[config.mk]
export PLATFORM = sky130hd
export DESIGN_NAME = keypad_scan_code_lock_unit_flat
export DESIGN_NICKNAME = d
export VERILOG_FILES = /design/src/hdl/kscl_pkg.sv /design/src/hdl/kscl_in_if.sv /design/src/hdl/kscl_out_if.sv /design/src/hdl/kscl_scan.sv /design/src/hdl/kscl_lock.sv /design/src/hdl/keypad_scan_code_lock_unit.sv /design/src/flat_wrapper.sv
export SDC_FILE = /design/constraint.sdc
export NUM_CORES = 1
export LEC_CHECK = 0
export BUFFER_PORTS_ARGS = -buffer_cell sky130_fd_sc_hd__buf_2
export CAP_MARGIN = 30
export CORE_UTILIZATION = 32
export DETAILED_ROUTE_END_ITERATION = 10
export HOLD_SLACK_MARGIN = 0.06
export PLACE_DENSITY = 0.48
export SLEW_MARGIN = 20
export SYNTH_ARGS = -nofsm -noshare
export SYNTH_HDL_FRONTEND = slang
export SYNTH_HIERARCHICAL = 1
export SYNTH_SLANG_ARGS = --single-unit
[constraint.sdc]
create_clock -name i_clk -period 7.2 [get_ports i_clk]
set_clock_uncertainty 0.15 [all_clocks]
set_input_delay 0.72 -clock i_clk [delete_from_list [all_inputs] [get_ports i_clk]]
set_output_delay 0.72 -clock i_clk [all_outputs]
set_load 0.05 [all_outputs]
[src/hdl/kscl_pkg.sv]
// ----------------------------------------------------------------------------
// kscl_pkg
// Shared types, key codes and the keypad key table for the keypad scan code
// lock unit.
// ----------------------------------------------------------------------------
package kscl_pkg;

    // Key codes
    localparam logic [3:0] KEY_STAR   = 4'd10;
    localparam logic [3:0] SLOT_EMPTY = 4'd10;

    // Scanner phases
    localparam logic [2:0] PH_C0   = 3'd0;
    localparam logic [2:0] PH_C1   = 3'd1;
    localparam logic [2:0] PH_C2   = 3'd2;
    localparam logic [2:0] PH_READ = 3'd3;
    localparam logic [2:0] PH_WAIT = 3'd4;

    // Lock phases
    localparam logic [1:0] LK_INIT   = 2'd0;
    localparam logic [1:0] LK_LOCKED = 2'd1;
    localparam logic [1:0] LK_ENTRY  = 2'd2;
    localparam logic [1:0] LK_OPEN   = 2'd3;

    // Column pin patterns (active low)
    localparam logic [2:0] COL_ALL_HIGH = 3'b111;
    localparam logic [2:0] COL_DRIVE0   = 3'b110;
    localparam logic [2:0] COL_DRIVE1   = 3'b101;
    localparam logic [2:0] COL_DRIVE2   = 3'b011;

    // Configuration register indexes
    localparam logic CFG_FIRST_KEY  = 1'b0;
    localparam logic CFG_SECOND_KEY = 1'b1;

    localparam logic [3:0] CFG_FIRST_RESET  = 4'd1;
    localparam logic [3:0] CFG_SECOND_RESET = 4'd2;

    typedef struct packed {
        logic [3:0] first_key;
        logic [3:0] second_key;
    } t_cfg;

    typedef struct packed {
        logic       valid;
        logic [3:0] code;
    } t_key;

    typedef struct packed {
        logic       locked;
        logic       entry_enabled;
        logic [3:0] first_slot;
        logic [3:0] second_slot;
    } t_lock_status;

    // Keypad layout: row 0 = 1 2 3, row 1 = 4 5 6, row 2 = 7 8 9,
    // row 3 = star 0 hash
    function automatic logic [3:0] key_lookup(input logic [1:0] row,
                                              input logic [1:0] col);
        logic [3:0] k;
        k = 4'd0;
        case ({row, col})
            4'b00_00: k = 4'd1;
            4'b00_01: k = 4'd2;
            4'b00_10: k = 4'd3;
            4'b01_00: k = 4'd4;
            4'b01_01: k = 4'd5;
            4'b01_10: k = 4'd6;
            4'b10_00: k = 4'd7;
            4'b10_01: k = 4'd8;
            4'b10_10: k = 4'd9;
            4'b11_00: k = 4'd10;
            4'b11_01: k = 4'd0;
            4'b11_10: k = 4'd11;
            default:  k = 4'd0;
        endcase
        return k;
    endfunction

endpackage

[src/hdl/kscl_in_if.sv]
// ----------------------------------------------------------------------------
// kscl_in_if
// Scan tick channel: valid/ready handshake carrying the sampled row lines.
// ----------------------------------------------------------------------------
interface kscl_in_if;
    logic       valid;
    logic       ready;
    logic [3:0] row_lines;

    modport source (output valid, output row_lines, input ready);
    modport sink   (input valid, input row_lines, output ready);
endinterface

[src/hdl/kscl_out_if.sv]
// ----------------------------------------------------------------------------
// kscl_out_if
// Result channel: valid/ready handshake carrying one result per scan tick.
// ----------------------------------------------------------------------------
interface kscl_out_if;
    logic       valid;
    logic       ready;
    logic [2:0] column_drive;
    logic       key_valid;
    logic [3:0] key_code;
    logic [3:0] first_slot;
    logic [3:0] second_slot;
    logic       locked;
    logic       entry_enabled;

    modport source (output valid, output column_drive, output key_valid,
                    output key_code, output first_slot, output second_slot,
                    output locked, output entry_enabled, input ready);
    modport sink   (input valid, input column_drive, input key_valid,
                    input key_code, input first_slot, input second_slot,
                    input locked, input entry_enabled, output ready);
endinterface

[src/hdl/kscl_scan.sv]
// ----------------------------------------------------------------------------
// kscl_scan
// Keypad column scanner: drives columns, latches the pressed column, reads
// the row in the same scan tick and waits for release.
// ----------------------------------------------------------------------------
module kscl_scan (
    input  logic            i_clk,
    input  logic            i_rst_n,
    input  logic            i_accept,
    input  logic [3:0]      i_row_lines,
    input  logic            i_access,
    output kscl_pkg::t_key  o_key,
    output logic [2:0]      o_pins
);
    import kscl_pkg::*;

    logic [2:0] r_phase, n_phase;
    logic [1:0] r_held, n_held;
    logic [2:0] r_pins, n_pins;
    logic       pressed;
    logic [1:0] row_sel;

    assign pressed = (i_row_lines != 4'hF);

    // Lowest low row wins
    always_comb begin
        if (!i_row_lines[0]) begin
            row_sel = 2'd0;
        end else if (!i_row_lines[1]) begin
            row_sel = 2'd1;
        end else if (!i_row_lines[2]) begin
            row_sel = 2'd2;
        end else begin
            row_sel = 2'd3;
        end
    end

    // Phase step, then pins and key for the new phase
    always_comb begin
        n_phase = r_phase;
        n_held  = r_held;
        n_pins  = r_pins;
        o_key   = '0;
        if (i_access) begin
            case (r_phase)
                PH_C0, PH_C1, PH_C2: begin
                    if (pressed) begin
                        n_held  = r_phase[1:0];
                        n_phase = PH_READ;
                    end else begin
                        n_phase = (r_phase == PH_C2) ? PH_C0 : r_phase + 3'd1;
                    end
                end
                PH_READ: begin
                    n_phase = PH_WAIT;
                end
                PH_WAIT: begin
                    if (!pressed) begin
                        if (r_held == 2'd0) begin
                            n_phase = PH_C1;
                        end else if (r_held == 2'd1) begin
                            n_phase = PH_C2;
                        end else begin
                            n_phase = PH_C0;
                        end
                    end
                end
                default: begin
                    n_phase = PH_C0;
                end
            endcase

            case (n_phase)
                PH_C0:   n_pins = COL_DRIVE0;
                PH_C1:   n_pins = COL_DRIVE1;
                PH_C2:   n_pins = COL_DRIVE2;
                PH_READ: begin
                    if (pressed && n_held != 2'd3) begin
                        o_key.valid = 1'b1;
                        o_key.code  = key_lookup(row_sel, n_held);
                    end
                end
                default: ;
            endcase
        end
    end

    assign o_pins = n_pins;

    // Scanner state
    always_ff @(posedge i_clk) begin
        if (!i_rst_n) begin
            r_phase <= PH_C0;
            r_held  <= 2'd0;
            r_pins  <= COL_ALL_HIGH;
        end else if (i_accept) begin
            r_phase <= n_phase;
            r_held  <= n_held;
            r_pins  <= n_pins;
        end
    end

endmodule

[src/hdl/kscl_lock.sv]
// ----------------------------------------------------------------------------
// kscl_lock
// Lock sequencer and two-slot code entry.
// ----------------------------------------------------------------------------
module kscl_lock (
    input  logic                   i_clk,
    input  logic                   i_rst_n,
    input  logic                   i_accept,
    input  kscl_pkg::t_cfg         i_cfg,
    input  kscl_pkg::t_key         i_key,
    output logic                   o_access,
    output kscl_pkg::t_lock_status o_status
);
    import kscl_pkg::*;

    logic [1:0] r_phase, n_phase;
    logic       r_lock, n_lock;
    logic       r_access, n_access;
    logic [3:0] r_slot0, n_slot0;
    logic [3:0] r_slot1, n_slot1;
    logic       clr;
    logic [3:0] s0_clr, s1_clr;

    // Lock phase step, compared against slots before this tick's key
    always_comb begin
        case (r_phase)
            LK_INIT:   n_phase = LK_LOCKED;
            LK_LOCKED: n_phase = LK_ENTRY;
            LK_ENTRY:  n_phase = (r_slot0 == i_cfg.first_key &&
                                  r_slot1 == i_cfg.second_key) ? LK_OPEN : LK_ENTRY;
            default:   n_phase = r_phase;
        endcase
        n_lock   = r_lock;
        n_access = r_access;
        case (n_phase)
            LK_LOCKED: begin
                n_lock   = 1'b1;
                n_access = 1'b0;
            end
            LK_ENTRY: n_access = 1'b1;
            LK_OPEN:  n_lock   = 1'b0;
            default: ;
        endcase
    end

    assign o_access = n_access;

    // Slot fill: star or a full entry clears first
    always_comb begin
        clr     = (i_key.code == KEY_STAR) || (r_slot1 != SLOT_EMPTY);
        s0_clr  = clr ? SLOT_EMPTY : r_slot0;
        s1_clr  = clr ? SLOT_EMPTY : r_slot1;
        n_slot0 = r_slot0;
        n_slot1 = r_slot1;
        if (i_key.valid) begin
            n_slot0 = s0_clr;
            n_slot1 = s1_clr;
            if (s0_clr == SLOT_EMPTY) begin
                n_slot0 = i_key.code;
            end else if (s1_clr == SLOT_EMPTY) begin
                n_slot1 = i_key.code;
            end
        end
    end

    assign o_status.locked        = n_lock;
    assign o_status.entry_enabled = n_access;
    assign o_status.first_slot    = n_slot0;
    assign o_status.second_slot   = n_slot1;

    // Lock state
    always_ff @(posedge i_clk) begin
        if (!i_rst_n) begin
            r_phase  <= LK_INIT;
            r_lock   <= 1'b0;
            r_access <= 1'b0;
            r_slot0  <= SLOT_EMPTY;
            r_slot1  <= SLOT_EMPTY;
        end else if (i_accept) begin
            r_phase  <= n_phase;
            r_lock   <= n_lock;
            r_access <= n_access;
            r_slot0  <= n_slot0;
            r_slot1  <= n_slot1;
        end
    end

endmodule

[src/hdl/keypad_scan_code_lock_unit.sv]
// ----------------------------------------------------------------------------
// keypad_scan_code_lock_unit
// 4x3 keypad scanner feeding a two-key code lock, one result per scan tick.
// ----------------------------------------------------------------------------
// A result is registered and presented in the cycle after its scan tick is accepted.
// Throughput: one scan tick per cycle unless stalled; state and result register load together.
// A new transaction enters in the cycle the previous result is taken; while a
// result is stalled on the output the input is held off.
// Reset: synchronous active low; lock in init, slots empty, pins all high,
// code registers back to 1 and 2.
module keypad_scan_code_lock_unit (
    input  logic        i_clk,
    input  logic        i_rst_n,
    kscl_in_if.sink     i_in,
    kscl_out_if.source  o_out,
    input  logic        i_cfg_we,
    input  logic        i_cfg_index,
    input  logic [3:0]  i_cfg_data
);
    import kscl_pkg::*;

    t_cfg         r_cfg;
    t_key         key;
    t_lock_status status;
    logic         access;
    logic [2:0]   pins;
    logic         accept;
    logic         r_out_valid;

    assign i_in.ready = !r_out_valid || o_out.ready;
    assign accept     = i_in.valid && i_in.ready;

    // Configuration registers
    always_ff @(posedge i_clk) begin
        if (!i_rst_n) begin
            r_cfg.first_key  <= CFG_FIRST_RESET;
            r_cfg.second_key <= CFG_SECOND_RESET;
        end else if (i_cfg_we) begin
            case (i_cfg_index)
                CFG_FIRST_KEY:  r_cfg.first_key  <= i_cfg_data;
                CFG_SECOND_KEY: r_cfg.second_key <= i_cfg_data;
                default: ;
            endcase
        end
    end

    kscl_lock u_lock (
        .i_clk    (i_clk),
        .i_rst_n  (i_rst_n),
        .i_accept (accept),
        .i_cfg    (r_cfg),
        .i_key    (key),
        .o_access (access),
        .o_status (status)
    );

    kscl_scan u_scan (
        .i_clk       (i_clk),
        .i_rst_n     (i_rst_n),
        .i_accept    (accept),
        .i_row_lines (i_in.row_lines),
        .i_access    (access),
        .o_key       (key),
        .o_pins      (pins)
    );

    // Result register
    always_ff @(posedge i_clk) begin
        if (!i_rst_n) begin
            r_out_valid <= 1'b0;
        end else if (accept) begin
            r_out_valid <= 1'b1;
        end else if (o_out.ready) begin
            r_out_valid <= 1'b0;
        end
    end

    always_ff @(posedge i_clk) begin
        if (accept) begin
            o_out.column_drive  <= pins;
            o_out.key_valid     <= key.valid;
            o_out.key_code      <= key.valid ? key.code : 4'd0;
            o_out.first_slot    <= status.first_slot;
            o_out.second_slot   <= status.second_slot;
            o_out.locked        <= status.locked;
            o_out.entry_enabled <= status.entry_enabled;
        end
    end

    assign o_out.valid = r_out_valid;

`ifndef SYNTHESIS
    // Every accepted transaction yields a result on the next cycle
    a_result_follows: assert property (@(posedge i_clk) disable iff (!i_rst_n)
        accept |=> o_out.valid)
        else $error("result missing after accepted transaction");

    // Keys are only recorded while entry is enabled
    a_key_needs_entry: assert property (@(posedge i_clk) disable iff (!i_rst_n)
        (o_out.valid && o_out.key_valid) |-> o_out.entry_enabled)
        else $error("key recorded with entry disabled");

    // At most one column is driven low
    a_one_column: assert property (@(posedge i_clk) disable iff (!i_rst_n)
        o_out.valid |-> ($onehot(~o_out.column_drive) ||
                         o_out.column_drive == COL_ALL_HIGH))
        else $error("more than one column driven");
`endif

endmodule
[src/flat_wrapper.sv]
// flat-port wrapper written by rule: the top's interface ports become plain ports
module keypad_scan_code_lock_unit_flat import kscl_pkg::*;
  (i_clk, i_rst_n, i_cfg_we, i_cfg_index, i_cfg_data, i_in_valid, i_in_row_lines, i_in_ready, o_out_valid, o_out_column_drive, o_out_key_valid, o_out_key_code, o_out_first_slot, o_out_second_slot, o_out_locked, o_out_entry_enabled, o_out_ready);
  kscl_in_if i_in_i ();
  kscl_out_if o_out_i ();
  input  logic i_clk;
  input  logic i_rst_n;
  input  logic i_cfg_we;
  input  logic i_cfg_index;
  input  logic [3:0] i_cfg_data;
  input wire logic [$bits(i_in_i.valid)-1:0] i_in_valid;
  input wire logic [$bits(i_in_i.row_lines)-1:0] i_in_row_lines;
  output wire logic [$bits(i_in_i.ready)-1:0] i_in_ready;
  output wire logic [$bits(o_out_i.valid)-1:0] o_out_valid;
  output wire logic [$bits(o_out_i.column_drive)-1:0] o_out_column_drive;
  output wire logic [$bits(o_out_i.key_valid)-1:0] o_out_key_valid;
  output wire logic [$bits(o_out_i.key_code)-1:0] o_out_key_code;
  output wire logic [$bits(o_out_i.first_slot)-1:0] o_out_first_slot;
  output wire logic [$bits(o_out_i.second_slot)-1:0] o_out_second_slot;
  output wire logic [$bits(o_out_i.locked)-1:0] o_out_locked;
  output wire logic [$bits(o_out_i.entry_enabled)-1:0] o_out_entry_enabled;
  input wire logic [$bits(o_out_i.ready)-1:0] o_out_ready;
  assign i_in_i.valid = i_in_valid;
  assign i_in_i.row_lines = i_in_row_lines;
  assign i_in_ready = i_in_i.ready;
  assign o_out_valid = o_out_i.valid;
  assign o_out_column_drive = o_out_i.column_drive;
  assign o_out_key_valid = o_out_i.key_valid;
  assign o_out_key_code = o_out_i.key_code;
  assign o_out_first_slot = o_out_i.first_slot;
  assign o_out_second_slot = o_out_i.second_slot;
  assign o_out_locked = o_out_i.locked;
  assign o_out_entry_enabled = o_out_i.entry_enabled;
  assign o_out_i.ready = o_out_ready;
  keypad_scan_code_lock_unit u_core (.i_clk(i_clk), .i_rst_n(i_rst_n), .i_in(i_in_i), .o_out(o_out_i), .i_cfg_we(i_cfg_we), .i_cfg_index(i_cfg_index), .i_cfg_data(i_cfg_data));
endmodule
* Word level (Yosys, flattened, before mapping) *
Memories as Yosys holds them, arrays and structs flattened.
Index checks and enable logic that the tools add are counted.

cells by class
  reductions and logical operators = 15
  add/subtract/negate cells = 1
  bitwise logic cells = 1
  muxes and demuxes = 31
  equality and inequality tests = 21

operators by type and width
  operator             number
  $mux 4               7
  $pmux 3 s3           2
  $mux 3               5
  $mux 5               3
  $mux 2               7
  $eq 3x2->1 const B   4
  $eq 4x4->1 const B   3
  $eq 4x4->1           2
  $ne 4x4->1 const B   2
  $eq 2x1->1 const B   3
  $eq 2x2->1 const B   3
  $eq 3x1->1 const B   2
  $logic_not 3->1      2
  $pmux 2 s3           1
  $reduce_and 2->1     3
  $logic_not 2->1      2
  $mux 1               4
  $pmux 1 s2           2
  $add 3x1->3 const B  1
  $eq 3x3->1 const B   1
  $logic_and 1x1->1    3
  $reduce_or 3->1      1
  $logic_or 1x1->1     2
  $ne 2x2->1 const B   1
  3 further kinds      3

word-level totals
  register bits after elaboration = 47
  memories = 1
  logic and storage cells = 88
  memory bits (read-only) = 64
  output and inout bits = 20
  input bits = 14

memories
  name             depth  bits a word  read ports  clocked after memory_dff  write ports  RTL line        RTL
  (no name shown)  16     4            1           0                         0            kscl_pkg.sv:61  case ({row, col})

* Longest topological paths before layout *
  depth in word-level cells = 19
  mapped depth = 15
  mapped depth without buffers = 13

* By module *
The synthesis kept the hierarchy.

modules (own cells, without submodules)
  module                      times used  cells an instance  sequential area each (um2)  area an instance (um2)
  keypad_scan_code_lock_unit  1           60                 720.7                       929.6
  kscl_lock                   1           94                 240.2                       798.3
  kscl_scan                   1           103                160.2                       734.5

* Least setup slack after synthesis *
OpenSTA, ideal clock, no wires.

  kind = input-to-reg
  start point = input i_in_row_lines[1]
  end point = register u_core.o_out.first_slot[1], data pin
  stages on the path = 13
  slack = 3.517 ns
  arrival time = 3.277 ns
  path buffers = 2
  setup time = 0.256 ns
  data required time = 6.794 ns
  cells stage by stage = buf_4 > and4_4 > buf_6 > nor3_1 > o21bai_1 > inv_1 > ha_1 > or3_4 > a21oi_1 > nand4bb_4 > nand3_2 > nand2_1 > o22a_1

RTL lines
  element             RTL line            RTL
  start: declaration  flat_wrapper.sv:12  input wire logic [$bits(i_in_i.row_lines)-1:0] i_in_row_lines;
  end: declaration    kscl_out_if.sv:17   output key_code, output first_slot, output second_slot,

==> flow_summary_export.csv <==
group,metric,value,unit
global_route,track_usage,12.74,%
floorplanning,die_h,89.72,um
synth,synth_fa_ha_area_share,2.541,%
global_route,grt_max_degree,31,
floorplanning,die_area,0.008050,mm^2
placement,dp_cells,377,
route,ant_nets,0,
sta,finalSetupTns,0,ns
cts,hold_buffers,0,
route,vias_per_cell,4.868,
setup_path,crit_buf_inv,2,
final_layout,final_cells,385,
route,dr.pass1.iters,4,
setup_path,crit_path_start,"i_in_row_lines[0]",
route,drc,0,
setup_path,crit_path_end,"u_core/o_out.second_slot[1]$_DFFE_PP_",
pwr,p_comb_share,22.8,%
sta,slew_headroom,61.35,%
cts,cts_resized,0,
final_layout,design_area,0.002781,mm^2
synth,avgSynthCellArea,9.581,um^2
synth,yosys.cell_types.count,55,
final_layout,layout.nets,304,
pwr,pwr-share-seq,49.0,%
setup_path,r2r_start,"u_core/u_lock/r_slot0[1]$_SDFFE_PN1P_",
sta,hold_viol,0,
setup_path,cp.arrival,3.62,ns
placement,place_area,0.002676,mm^2
synth,async_flop_share,0,%
pwr,p_sw_share,31.09,%
synth,synth_top_flop_cell,"dfxtp_1",
pwr,finalPower,0.6296,mW
setup_path,cpLargestDelayFamily,"simple AND/OR/NAND/NOR gates",
cts,cts.reportedPaths.clkPinSlew,0.09,ns
setup_path,slowest_delay,0.43,ns
setup_path,worst_path_max_delay_cell,"a31oi_1",
sta,setup_violations,0,
setup_path,worstPathMaxFanout,9,
floorplanning,top_level_ports,34,
setup_path,start_kind,"input pin",
synth,synth_compound_area_share,15.50,%
pwr,switchingPower,0.1958,mW
final_layout,antenna_cells,0,
setup_path,cp.depth,12,
outcome,status,"finished clean",
synth,synth-xor-area-share,2.846,%
run,maxCapViolCount,0,
global_route,antenna_found_initial,0,
synth,yosysWarnings,6,
synth,synth_top_family_by_area,"simple AND/OR/NAND/NOR gates",
placement,dp_hpwl,3.697,mm
route,drt_iter0_markers,51,
synth,synthMuxAreaShare,4.116,%
setup_path,reg2reg_slack,3.60,ns
pwr,p_int,0.4338,mW
route,wl_per_cell,13.37,um
floorplanning,core-area,0.007331,mm^2
synth,synth_common_cells,"dfxtp_1, nand2_1, nor2_1, edfxtp_1, o21ai_0",
pwr,power_density,226.4,mW/mm^2
setup_path,end_kind,"flip-flop",
sta,rsz0062_at_grt,"false",
synth,synth_edf_count,18,
pwr,leakage,1.032,nW
synth,synth_nets,276,
sta,fin_crit,3.744,ns
cts,clk_latency,0.29,ns
synth,synth_area_leader_cell,"dfxtp_1",
cts,root_buffer,"clkbuf_8",
floorplanning,start_util,33.59,%
placement,gp_congestion,0.7518,
floorplanning,row_count,31,
sta,drv_slew,0,
synth,ys_seq_elements,47,
cts,clk_path_buf_depth,2,
pwr,power_frac_clock,28.2,%
synth,netlist_instances,257,
route,vias,1874,
synth,synthTopCellsByArea,"dfxtp_1, edfxtp_1, nand2_1, mux2i_1, nor2_1",
global_route,first_global_vias,1705,
cts,cts.sinks,47,
cts,cts_buffers,5,
setup_path,worstSetupPathType,"in2reg",
cts,h-tree-depth,2,
final_layout,syn2layout_area_growth,12.96,%
final_layout,drive_above_1_share,19.23,%
floorplanning,die_w,89.72,um
synth,synthSimpleGateAreaFrac,24.14,%
setup_path,rr_endpoint,"u_core/o_out.second_slot[1]$_DFFE_PP_",
synth,netlist_area,0.002462,mm^2
synth,ys_seq_area_share,45.53,%
hold_path,min_path_type,"reg2reg",
sta,tightest_slew,0.5791,ns
setup_path,rr_worst_depth,12,
route,wl,5.146,mm
setup_path,worstPathRequired,7.08,ns
hold_path,hold_path_depth,2,
sta,finalCritPeriodShare,52.00,%
global_route,overflow,0,
sta,clock.fmax,0.2671,GHz
setup_path,worstPathCellList,"buf_2 -> and4_4 -> nor3_1 -> o21bai_1 -> inv_1 -> ha_1 -> or3_4 -> a31oi_1 -> nand4bb_4 -> nand3_2 -> nor2_1 -> a21oi_1",
synth,synth_top_area_share,23.58,%
cts,cts_tree,"built",
cts,cts_setup_buffers,0,
global_route,grt_pass1_wl,8.238,mm
placement,numPortBuffers,33,
pwr,peakVddDrop,0.09691,mV
[sequential cells by signal, indices dropped and copies added (netlist names), 3 cells and up]
register and cells:
u_core/u_lock/r_slot1 4, u_core/o_out.second_slot 4, u_core/u_scan/r_phase 3, u_core/u_scan/r_pins 3, u_core/o_out.key_code 4, u_core/o_out.first_slot 4
u_core/r_cfg 8, u_core/o_out.column_drive 3, u_core/u_lock/r_slot0 4
[cells in the final DEF, fill, tap and decap left out, types with 4 or more instances in the layout]
master and count:
buf_2 33, nand2_1 29, dfxtp_1 29, nor2_1 22, edfxtp_1 18, o21ai_0 14
inv_1 13, a21oi_1 10, and2_1 9, mux2i_1 9, xnor2_1 8, nand3_1 6
nor3_1 6, clkbuf_8 5, nand4_1 5, ha_1 5, nand2b_1 4, a32o_1 4
[worst min path at each step]
stage	startpoint	end	slack (ns)
finish	u_core/r_cfg[3]$_SDFFE_PN0P_	u_core/r_cfg[3]$_SDFFE_PN0P_	0.33
global route	u_core/u_scan/r_pins[1]$_SDFFE_PN1P_	u_core/u_scan/r_pins[1]$_SDFFE_PN1P_	0.35
CTS	u_core/r_cfg[3]$_SDFFE_PN0P_	u_core/r_cfg[3]$_SDFFE_PN0P_	0.33
detailed placement	u_core/u_scan/r_pins[1]$_SDFFE_PN1P_	u_core/u_scan/r_pins[1]$_SDFFE_PN1P_	0.31
global placement	u_core/u_scan/r_pins[1]$_SDFFE_PN1P_	u_core/u_scan/r_pins[1]$_SDFFE_PN1P_	0.31
floorplan	u_core/u_scan/r_pins[1]$_SDFFE_PN1P_	u_core/u_scan/r_pins[1]$_SDFFE_PN1P_	0.28
[power groups by stage]
stage               registers (mW)  logic (mW)  clock network [mW]
floorplan                    0.335      0.0926                   0
detailed placement           0.314       0.144                   0
finish                       0.308       0.144               0.178
CTS                          0.308       0.144               0.184
global placement             0.315       0.143                   0
global route                 0.311       0.158               0.194
[worst min-delay path, delay by kind of cell, from the launching register on]
kind	cells	cell delay (ns)
and+or+nand+nor	1	0.05
DFF	1	0.33
muxes	1	0.05
[through the flow]
step | hold slack (ns) | worst slack, ns | util (%)
floorplan | 0.2767 | 3.517 | -
global placement | 0.3081 | 3.232 | 36.51
detailed placement | 0.3097 | 3.168 | 36.51
CTS | 0.3299 | 3.481 | 37.94
global route | 0.3536 | 3.182 | 37.94
finish | 0.3258 | 3.456 | 37.94
[per-layer routing]
metal	GRT usage (%)	wire [um]	part of all wire, %
met5	0	0	0
met4	3.279	31	0.60
met3	2.623	115	2.2
met2	19.23	2160	42
met1	18.42	2839	55
[kinds of logic after synthesis]
group,count (synthesis)
DFF,47
AOI/OAI and AO/OA,57
muxes,10
adders and majority gates,5
buffers and inverters,26
xor gates and xnor gates,8
and+or+nand+nor,104
[area by class of cell]
class	instances	area [um^2]
multi-input combinational	184	1210
tap	99	123.9
fill	740	4549
sequential	47	1121
clock buffer	7	97.59
inverter	13	48.80
clock inverter	1	7.507
timing repair buffer	34	172.7
Power figures use the tool's default switching activity.
